$ cat src/sv/modexp_pkg.sv
// ----------------------------------------------------------------------------
// modexp_pkg
// Shared types and constants for the modular exponentiation block.
// ----------------------------------------------------------------------------
`default_nettype none

package modexp_pkg;

	localparam int OPERAND_WIDTH = 32;
	localparam int CNT_W = $clog2(OPERAND_WIDTH);
	localparam logic [OPERAND_WIDTH-1:0] MODULUS_RESET = OPERAND_WIDTH'(1000000007);

	typedef enum logic [2:0] {
		ST_IDLE,
		ST_REDUCE,
		ST_CHECK,
		ST_MUL,
		ST_SQR
	} state_t;

endpackage

`default_nettype wire

$ cat src/sv/modular_exponentiation.sv
// ----------------------------------------------------------------------------
// modular_exponentiation
// base ** exponent mod modulus by right-to-left square-and-multiply, with
// every modular product formed by shift-and-add on one step unit.
// ----------------------------------------------------------------------------
// An item (base, exponent) is taken when start is high and busy is low; its
// result appears on power_result for exactly one cycle with done high and
// must be captured then, as the block cannot be held off. When modulus is
// below 2, the item goes from the accept straight to a decision step that
// produces a result of zero. Otherwise the base is first reduced modulo
// modulus, then for each exponent bit up to the highest set one there is
// a decision step, a multiply when the bit is set and a square when higher
// bits remain. A final decision step then delivers the result. The single
// modular step unit takes one multiplier bit per cycle. busy stays high
// until the result cycle. The user must write modulus through modulus_we
// only while the block is idle; the block itself does not enforce this.
`default_nettype none

module modular_exponentiation (
	input  wire logic                                clk,
	input  wire logic                                arst_n,
	input  wire logic                                modulus_we,
	input  wire logic [modexp_pkg::OPERAND_WIDTH-1:0] modulus,
	input  wire logic                                start,
	output logic                                     busy,
	input  wire logic [modexp_pkg::OPERAND_WIDTH-1:0] base,
	input  wire logic [modexp_pkg::OPERAND_WIDTH-1:0] exponent,
	output logic                                     done,
	output logic [modexp_pkg::OPERAND_WIDTH-1:0]      power_result
);

	localparam int W = modexp_pkg::OPERAND_WIDTH;
	localparam int CW = modexp_pkg::CNT_W;

	modexp_pkg::state_t state_q, state_d;

	logic [W-1:0] m_q;
	logic [W-1:0] x_q, x_d;
	logic [W-1:0] e_q, e_d;
	logic [W-1:0] acc_q, acc_d;
	logic [W-1:0] p_q, p_d;
	logic [W-1:0] a_q, a_d;
	logic [W-1:0] b_q, b_d;
	logic [CW-1:0] cnt_q, cnt_d;
	logic          done_q, done_d;
	logic [W-1:0] res_q, res_d;

	logic [W-1:0] add_op;
	logic          add_cin;
	logic [W-1:0] p_step;
	logic [W-1:0] a_step;
	logic [W-1:0] b_step;
	logic          last_step;
	logic          reducing;

	// x + y + cin with one conditional subtract; valid while x + y + cin < 2m
	function automatic logic [W-1:0] mod_add(input logic [W-1:0] x, input logic [W-1:0] y,
			input logic cin, input logic [W-1:0] m);
		logic [W:0] sum;
		logic [W:0] mx;
		sum = {1'b0, x} + {1'b0, y} + {{W{1'b0}}, cin};
		mx = {1'b0, m};
		if (sum >= mx) begin
			sum = sum - mx;
		end
		return sum[W-1:0];
	endfunction

	// shared step unit: reduce doubles p and shifts in a base bit,
	// multiply adds the multiplicand on a set multiplier bit and doubles it
	assign reducing = (state_q == modexp_pkg::ST_REDUCE);
	assign add_op = reducing ? p_q : (b_q[0] ? a_q : '0);
	assign add_cin = reducing ? b_q[W-1] : 1'b0;
	assign p_step = mod_add(p_q, add_op, add_cin, m_q);
	assign a_step = mod_add(a_q, a_q, 1'b0, m_q);
	assign b_step = reducing ? {b_q[W-2:0], 1'b0} : {1'b0, b_q[W-1:1]};
	assign last_step = (cnt_q == CW'(W - 1));

	always_ff @(posedge clk or negedge arst_n) begin
		if (!arst_n) begin
			state_q <= modexp_pkg::ST_IDLE;
			m_q <= modexp_pkg::MODULUS_RESET;
			done_q <= 1'b0;
			cnt_q <= '0;
		end else begin
			state_q <= state_d;
			done_q <= done_d;
			cnt_q <= cnt_d;
			if (modulus_we) begin
				m_q <= modulus;
			end
		end
	end

	always_ff @(posedge clk) begin
		x_q <= x_d;
		e_q <= e_d;
		acc_q <= acc_d;
		p_q <= p_d;
		a_q <= a_d;
		b_q <= b_d;
		res_q <= res_d;
	end

	always_comb begin
		state_d = state_q;
		x_d = x_q;
		e_d = e_q;
		acc_d = acc_q;
		p_d = p_q;
		a_d = a_q;
		b_d = b_q;
		cnt_d = cnt_q;
		done_d = 1'b0;
		res_d = res_q;

		unique case (state_q)
			modexp_pkg::ST_IDLE: begin
				if (start) begin
					if (m_q < W'(2)) begin
						// no residue beyond zero: finish through the check
						acc_d = '0;
						e_d = '0;
						state_d = modexp_pkg::ST_CHECK;
					end else begin
						e_d = exponent;
						p_d = '0;
						b_d = base;
						cnt_d = '0;
						state_d = modexp_pkg::ST_REDUCE;
					end
				end
			end
			modexp_pkg::ST_REDUCE: begin
				p_d = p_step;
				b_d = b_step;
				cnt_d = cnt_q + CW'(1);
				if (last_step) begin
					x_d = p_step;
					acc_d = W'(1);
					state_d = modexp_pkg::ST_CHECK;
				end
			end
			modexp_pkg::ST_CHECK: begin
				p_d = '0;
				a_d = x_q;
				cnt_d = '0;
				if (e_q == '0) begin
					done_d = 1'b1;
					res_d = acc_q;
					state_d = modexp_pkg::ST_IDLE;
				end else if (e_q[0]) begin
					b_d = acc_q;
					state_d = modexp_pkg::ST_MUL;
				end else begin
					b_d = x_q;
					state_d = modexp_pkg::ST_SQR;
				end
			end
			modexp_pkg::ST_MUL: begin
				p_d = p_step;
				a_d = a_step;
				b_d = b_step;
				cnt_d = cnt_q + CW'(1);
				if (last_step) begin
					acc_d = p_step;
					if (e_q[W-1:1] != '0) begin
						p_d = '0;
						a_d = x_q;
						b_d = x_q;
						cnt_d = '0;
						state_d = modexp_pkg::ST_SQR;
					end else begin
						// top bit used: skip the square nobody needs
						e_d = '0;
						state_d = modexp_pkg::ST_CHECK;
					end
				end
			end
			modexp_pkg::ST_SQR: begin
				p_d = p_step;
				a_d = a_step;
				b_d = b_step;
				cnt_d = cnt_q + CW'(1);
				if (last_step) begin
					x_d = p_step;
					e_d = {1'b0, e_q[W-1:1]};
					state_d = modexp_pkg::ST_CHECK;
				end
			end
			default: begin
				state_d = modexp_pkg::ST_IDLE;
			end
		endcase
	end

	assign busy = (state_q != modexp_pkg::ST_IDLE);
	assign done = done_q;
	assign power_result = res_q;

	a_done_single: assert property (@(posedge clk) disable iff (!arst_n)
		done |=> !done)
		else $error("done held for more than one cycle");

	a_start_busy: assert property (@(posedge clk) disable iff (!arst_n)
		start && !busy |=> busy)
		else $error("accepted item did not raise busy");

	a_done_after_work: assert property (@(posedge clk) disable iff (!arst_n)
		done |-> $past(busy))
		else $error("result without an item in progress");

	a_partial_reduced: assert property (@(posedge clk) disable iff (!arst_n)
		(state_q == modexp_pkg::ST_MUL || state_q == modexp_pkg::ST_SQR) |->
			(p_q < m_q) && (a_q < m_q))
		else $error("partial product or multiplicand not reduced");

	a_reduce_bound: assert property (@(posedge clk) disable iff (!arst_n)
		(state_q == modexp_pkg::ST_REDUCE) |-> (p_q < m_q))
		else $error("base remainder not reduced");

endmodule

`default_nettype wire
$ cat config.mk
export PLATFORM = sky130hd
export DESIGN_NAME = modular_exponentiation
export DESIGN_NICKNAME = d
export VERILOG_FILES = /design/src/sv/modexp_pkg.sv /design/src/sv/modular_exponentiation.sv
export SDC_FILE = /design/constraint.sdc
export NUM_CORES = 1
export LEC_CHECK = 0
export BUFFER_PORTS_ARGS = -buffer_cell sky130_fd_sc_hd__buf_2
export CAP_MARGIN = 20
export CORE_MARGIN = 8
export CORE_UTILIZATION = 42
export DETAILED_ROUTE_END_ITERATION = 16
export SLEW_MARGIN = 30
export SYNTH_ARGS = -nofsm -noshare
export SYNTH_HDL_FRONTEND = slang
export SYNTH_SLANG_ARGS = --single-unit
$ cat constraint.sdc
create_clock -name clk -period 8.2 [get_ports clk]
set_input_delay 0.82 -clock clk [delete_from_list [all_inputs] [get_ports clk]]
set_output_delay 0.82 -clock clk [all_outputs]
set_load 0.005 [all_outputs]
# Word-level counts from Yosys, hierarchy flattened
# Cells that the tools add are included.
# classes
n_addsub,6
n_lt_le_gt_ge,3
eq_ne,14
muxes,47
reduce_logical,16
# op_table
cell,n
32-bit 2-to-1 mux,26
32-bit one-hot mux with 3 select lines,3
32-bit one-hot mux with 4 select lines,2
32-bit by 32-bit adder with 33-bit output,2
33-bit by 32-bit >= comparator with 1-bit output,2
32-bit subtractor,2
33-bit by 1-bit adder with 33-bit output,1
32-bit zero test,1
"32-bit by 2-bit less-than comparator with 1-bit output, second input constant",1
31-bit nonzero test,1
5-bit 2-to-1 mux,4
5-bit one-hot mux with 4 select lines,1
3-bit 2-to-1 mux,6
"2-bit inequality test, second input constant",8
3-bit one-hot mux with 4 select lines,1
3-bit nonzero test,4
5-bit AND reduction,2
"3-bit by 2-bit == test with 1-bit output, second input constant",2
3-bit AND reduction,2
"5-bit by 1-bit adder with 5-bit output, second input constant",1
"5-bit == test, second input constant",1
2-bit AND reduction,2
4-bit AND reduction,1
4-bit nonzero test,1
7 further kinds,9
# totals
reg_bits,265
in_bits,100
out_inout_bits,34
word_cells,97

# Longest topological paths before layout
# depth
word_depth,9
ltp_mapped,29
ltp_nobuf,24

# Least setup slack after synthesis
# Ideal clock, no wire load.
# synth_timing
path_kind,register to register
startpoint,register e_q[10]
endpoint,"register b_q[0], enable pin"
setup_time_ns,0.752
t_arrival_ns,6.270
t_required_ns,7.448
path_slack_ns,1.177
path_stages_with_launch,7
n_path_buf,0
period_less_slack_ns,7.023
path_cell_list,edfxtp_1 nor4_1 nand4_1 nor2_1 nand2_1 nor4_1 nor3_1
# synth_between
elab_chain_len,3
# synth_lines
element,line_no,text
"start, declared",modular_exponentiation.sv:39,"logic [W-1:0] e_q, e_d;"
"start signal, assigned",modular_exponentiation.sv:97,e_q <= e_d;
32-bit zero test,modular_exponentiation.sv:148,if (e_q == '0) begin
2-bit inequality test (no line),-,
4-bit AND reduction (no line),-,
"end signal, assigned",modular_exponentiation.sv:101,b_q <= b_d;
"end, declared",modular_exponentiation.sv:43,"logic [W-1:0] b_q, b_d;"
# No other way between the ends.
# A chain may end at the register's enable or synchronous reset.

# Worst setup path in the final report
# layout_timing
startpoint,register state_q[2]
endpoint,"register p_q[23], data pin"
# layout_between
elab_chain_len,9
elab_cells_between_ends,16
cone_classes,add/sub (3); order compare (1); eq/ne (4); mux (6); reduce/logical (2)
# layout_lines
element,line_no,text
"start, declared",modular_exponentiation.sv:35,"modexp_pkg::state_t state_q, state_d;"
"start signal, assigned",modular_exponentiation.sv:81,state_q <= modexp_pkg::ST_IDLE;
"start signal, assigned",modular_exponentiation.sv:86,state_q <= state_d;
3-bit by 1-bit == test with 1-bit output,"modular_exponentiation.sv:71, modular_exponentiation.sv:117",
32-bit 2-to-1 mux,modular_exponentiation.sv:72,assign add_op = reducing ? p_q : (b_q[0] ? a_q : '0);
32-bit by 32-bit adder with 33-bit output,modular_exponentiation.sv:61,"sum = {1'b0, x} + {1'b0, y} + {{W{1'b0}}, cin};"
33-bit by 1-bit adder with 33-bit output,modular_exponentiation.sv:61,
32-bit subtractor or 33-bit by 32-bit >= comparator with 1-bit output (tied branches),"modular_exponentiation.sv:64, modular_exponentiation.sv:63",
32-bit 2-to-1 mux,modular_exponentiation.sv:63,if (sum >= mx) begin
32-bit 2-to-1 mux,modular_exponentiation.sv:167,if (e_q[W-1:1] != '0) begin
32-bit 2-to-1 mux,modular_exponentiation.sv:165,if (last_step) begin
32-bit one-hot mux with 4 select lines (*),modular_exponentiation.sv:117,unique case (state_q)
named net p_d[23],modular_exponentiation.sv:41,"logic [W-1:0] p_q, p_d;"
"end signal, assigned",modular_exponentiation.sv:99,p_q <= p_d;
"end, declared",modular_exponentiation.sv:41,
# The timed path passes the listed nets; every way through them passes the cells marked *.

==> reports/results.tsv <==
stage	metric	value	unit
status	status	finished clean	
clock_network	clock_latency	0.59	ns
route	wl	53400	µm
sta	slew_headroom	0.392	
clock_network	cts_resized	0	
route	wl_per_cell	22.1	µm
clock_network	path_clk_slew	0.06	ns
layout	drive_gt1_frac	0.131	
global_route	antenna_found_initial	0	
global_route	grt_pass1_wl	80600	µm
yosys	synth_top_area_share	0.396	
route	drtPass1Iterations	8	
layout	ff_latch_area	0.00777	mm²
clock_network	cts_tree	yes	
route	drt-initial-drc-count	1146	
floorplanning	start_util	0.427	
floorplanning	die_y	217	µm
layout	layout.nets	2062	
critical_path	crit_type	reg -> reg	
critical_path	cpMaxStageDelayCell	dfrtp_1	
yosys	synth_top_cell_by_area	edfxtp_1	
floorplanning	fp.dieW	217	µm
route	drc	0	
floorplanning	row_count	73	
clock_network	h-tree-depth	1	
floorplanning	dieArea	0.0472	mm²
clock_network	postCtsSetupBuffers	0	
sta	skew	0.0120	ns
clock_network	clock-sinks	265	
global_route	track_usage	0.217	
layout	n_antenna_cell	0	
global_route	gr-total-overflow	0	
worst_hold_path	min_path_type	in -> async	
global_route	grt_start_max_net_pins	65	
sta	rsz0062_at_grt	no	
layout	syn2layout_area_growth	13.3	%
sta	max_freq	0.131	GHz
yosys	postSynthCellCount	1758	
sta	setup_violations	0	
critical_path	r2r_cells	24	
yosys	synth_flop_cell	edfxtp_1	
sta	worstMarginPinSlew	0.912	ns
yosys	ys_top_cells_by_area	edfxtp_1 (40%), ha_1 (7.1%), a21oi_1 (4.4%)	
yosys	synth_common_cells	edfxtp_1 (224), nor2_1 (183), nand2_1 (171), a21oi_1 (149), ha_1 (97)	
sta	maxSlewViolCount	0	
clock_network	cts_root_buffer	clkbuf_16	
sta	finalSetupTns	0	ns
yosys	synth-seq-cells	265	
clock_network	clockBufferDepth	3	
yosys	synth.avg_cell_area	9.67	µm²
job	drv_cap	0	
yosys	yosysMostFrequentCell	edfxtp_1	
clock_network	cts_made_buffers	31	
sta	period_share	0.929	
yosys	synthDistinctLibCells	67	
critical_path	crit_arrival	7.91	ns
sta	hold_viol	0	
clock_network	cts-hold-fix-buffers	0	
sta	fin_crit	7.61	ns
layout	fillCellCount	3791	
route	dr_total_vias	14107	
critical_path	end_kind	register	
route	detail-route-antenna-nets	0	
route	routed_via_density	5.85	
layout	multi_input_area	0.00859	mm²
yosys	synth_nets	1959	
yosys	synth_area	0.0170	mm²
critical_path	path_cells	nor2b_1, nand2_1, buf_4, nand3_1, nand2_1, ha_1, and4_1, nand2_1, a211o_1, a211oi_1, o21ai_0, a2111o_1, o211ai_1, ha_1, and3_1, and3_1, and3_1, a221o_1, a21oi_1, o211ai_1, a311oi_4, buf_6, mux2i_1, nor2_1	
yosys	synthArstFlopShare	0.155	
critical_path	critPathLaunchType	register	
critical_path	critPathMaxFanout	35	
floorplanning	design.core.area	0.0398	mm²
floorplanning	ios	134	
global_route	grt_pass1_vias	13972	
yosys	synth_warnings	0	
yosys	synth-edff-count	224	
critical_path	slowest_delay	0.56	ns
critical_path	worstPathRequired	8.50	ns
yosys	ys_seq_area_frac	0.457	
placement	dp_hpwl	40700	µm
placement	finalWeightedCongestion	0.953	
critical_path	r2r_setup_slack	0.59	ns
placement	portBuffers	133	
## through the flow
| stage | hold slack, ns | worst slack (ns) | instances | utilization | instance area (µm²) |
|---|---|---|---|---|---|
| floorplan | 0.427 | 1.18 | 1758 | - | 17000 |
| finish | 0.246 | 0.585 | 2411 | 0.484 | 19300 |
| global placement | 0.450 | 0.731 | 2353 | 0.457 | 18200 |
| detailed placement | 0.442 | 0.505 | 2353 | 0.458 | 18200 |
| CTS | 0.242 | 0.482 | 2411 | 0.484 | 19300 |
| global route | 0.282 | 0.127 | 2411 | 0.484 | 19300 |
## layout make-up
class	count	area share
Clock buffer	36	0.0412
Clock inverter	22	0.0131
Inverter	94	0.0183
Multi-Input combinational cell	1312	0.446
Sequential cell	265	0.403
Tap cell	525	0.0341
Timing Repair Buffer	157	0.0443
## path summary, 6_finish.rpt
path / startpoint / end
setup / recovery: state_q[2] / p_q[23]
hold / removal: arst_n / m_q[30]
setup reg to reg: state_q[2] / p_q[23]
hold reg to reg: acc_q[1] / power_result[1]
max in group asynchronous: arst_n / done
min in group clk: modulus[26] / m_q[26]
## worst max-delay path, delay by kind of cell (launching register included)
| kind | cells | cell delay, ns |
|---|---|---|
| compound gates | 9 | 2.48 |
| simple gates | 10 | 2.23 |
| buf+inv | 2 | 0.82 |
| fa+ha+maj | 2 | 0.77 |
| flops | 1 | 0.56 |
| mux | 1 | 0.43 |
## state kept, by name, summed over array words and instances (netlist names)
| register | count |
|---|---|
| p_q | 32 |
| power_result | 32 |
| x_q | 32 |
| a_q | 32 |
| b_q | 32 |
| state_q | 3 |
| acc_q | 32 |
| done | 1 |
| cnt_q | 5 |
| e_q | 32 |
| m_q | 32 |
## cell usage in the layout, fill, tap and decap left out, drive strengths merged, types with 10 or more instances in the layout
cell	synthesis	routed
xor2	26	26
nor2	183	183
a211oi	10	10
a21oi	150	150
a21o	62	62
inv	94	95
and3	19	19
nand2	171	171
nand3	60	60
o21ai	88	88
nand2b	16	16
dfstp	16	16
clkinv	0	12
ha	97	97
nor4	20	20
o21a	18	18
a221oi	32	32
and2	10	10
a22o	31	31
buf	13	157
edfxtp	224	224
o31ai	10	10
nor3	23	23
nor2b	18	18
a31oi	14	14
clkbuf	74	36
mux2i	57	57
a22oi	32	32
nand4	22	22
xnor2	43	43
dfrtp	25	25
## metal layers
metal  routed length [µm]  global-route usage  up-vias
met5                    0                   0        -
met4                 2750               0.108        0
met3                 1880              0.0179      118
met2                26500               0.380      404
met1                22200               0.267     6849
li1                     -                   -     6736
## kinds of logic (layout without fill, tap and decap cells)
logic type / count (synthesis) / count (layout) / synth area share
AND/OR/NAND/NOR: 569 / 569 / 0.153
AO/OA/AOI/OAI: 513 / 513 / 0.201
flip-flops: 265 / 265 / 0.457
buffers and inverters: 181 / 309 / 0.0416
adder cells (fa/ha/maj): 101 / 101 / 0.0761
XOR/XNOR: 69 / 69 / 0.0355
multiplexers: 60 / 60 / 0.0355
Power is not shown: default switching activity piles up to over one toggle a cycle in this logic, so the estimate is an artifact.
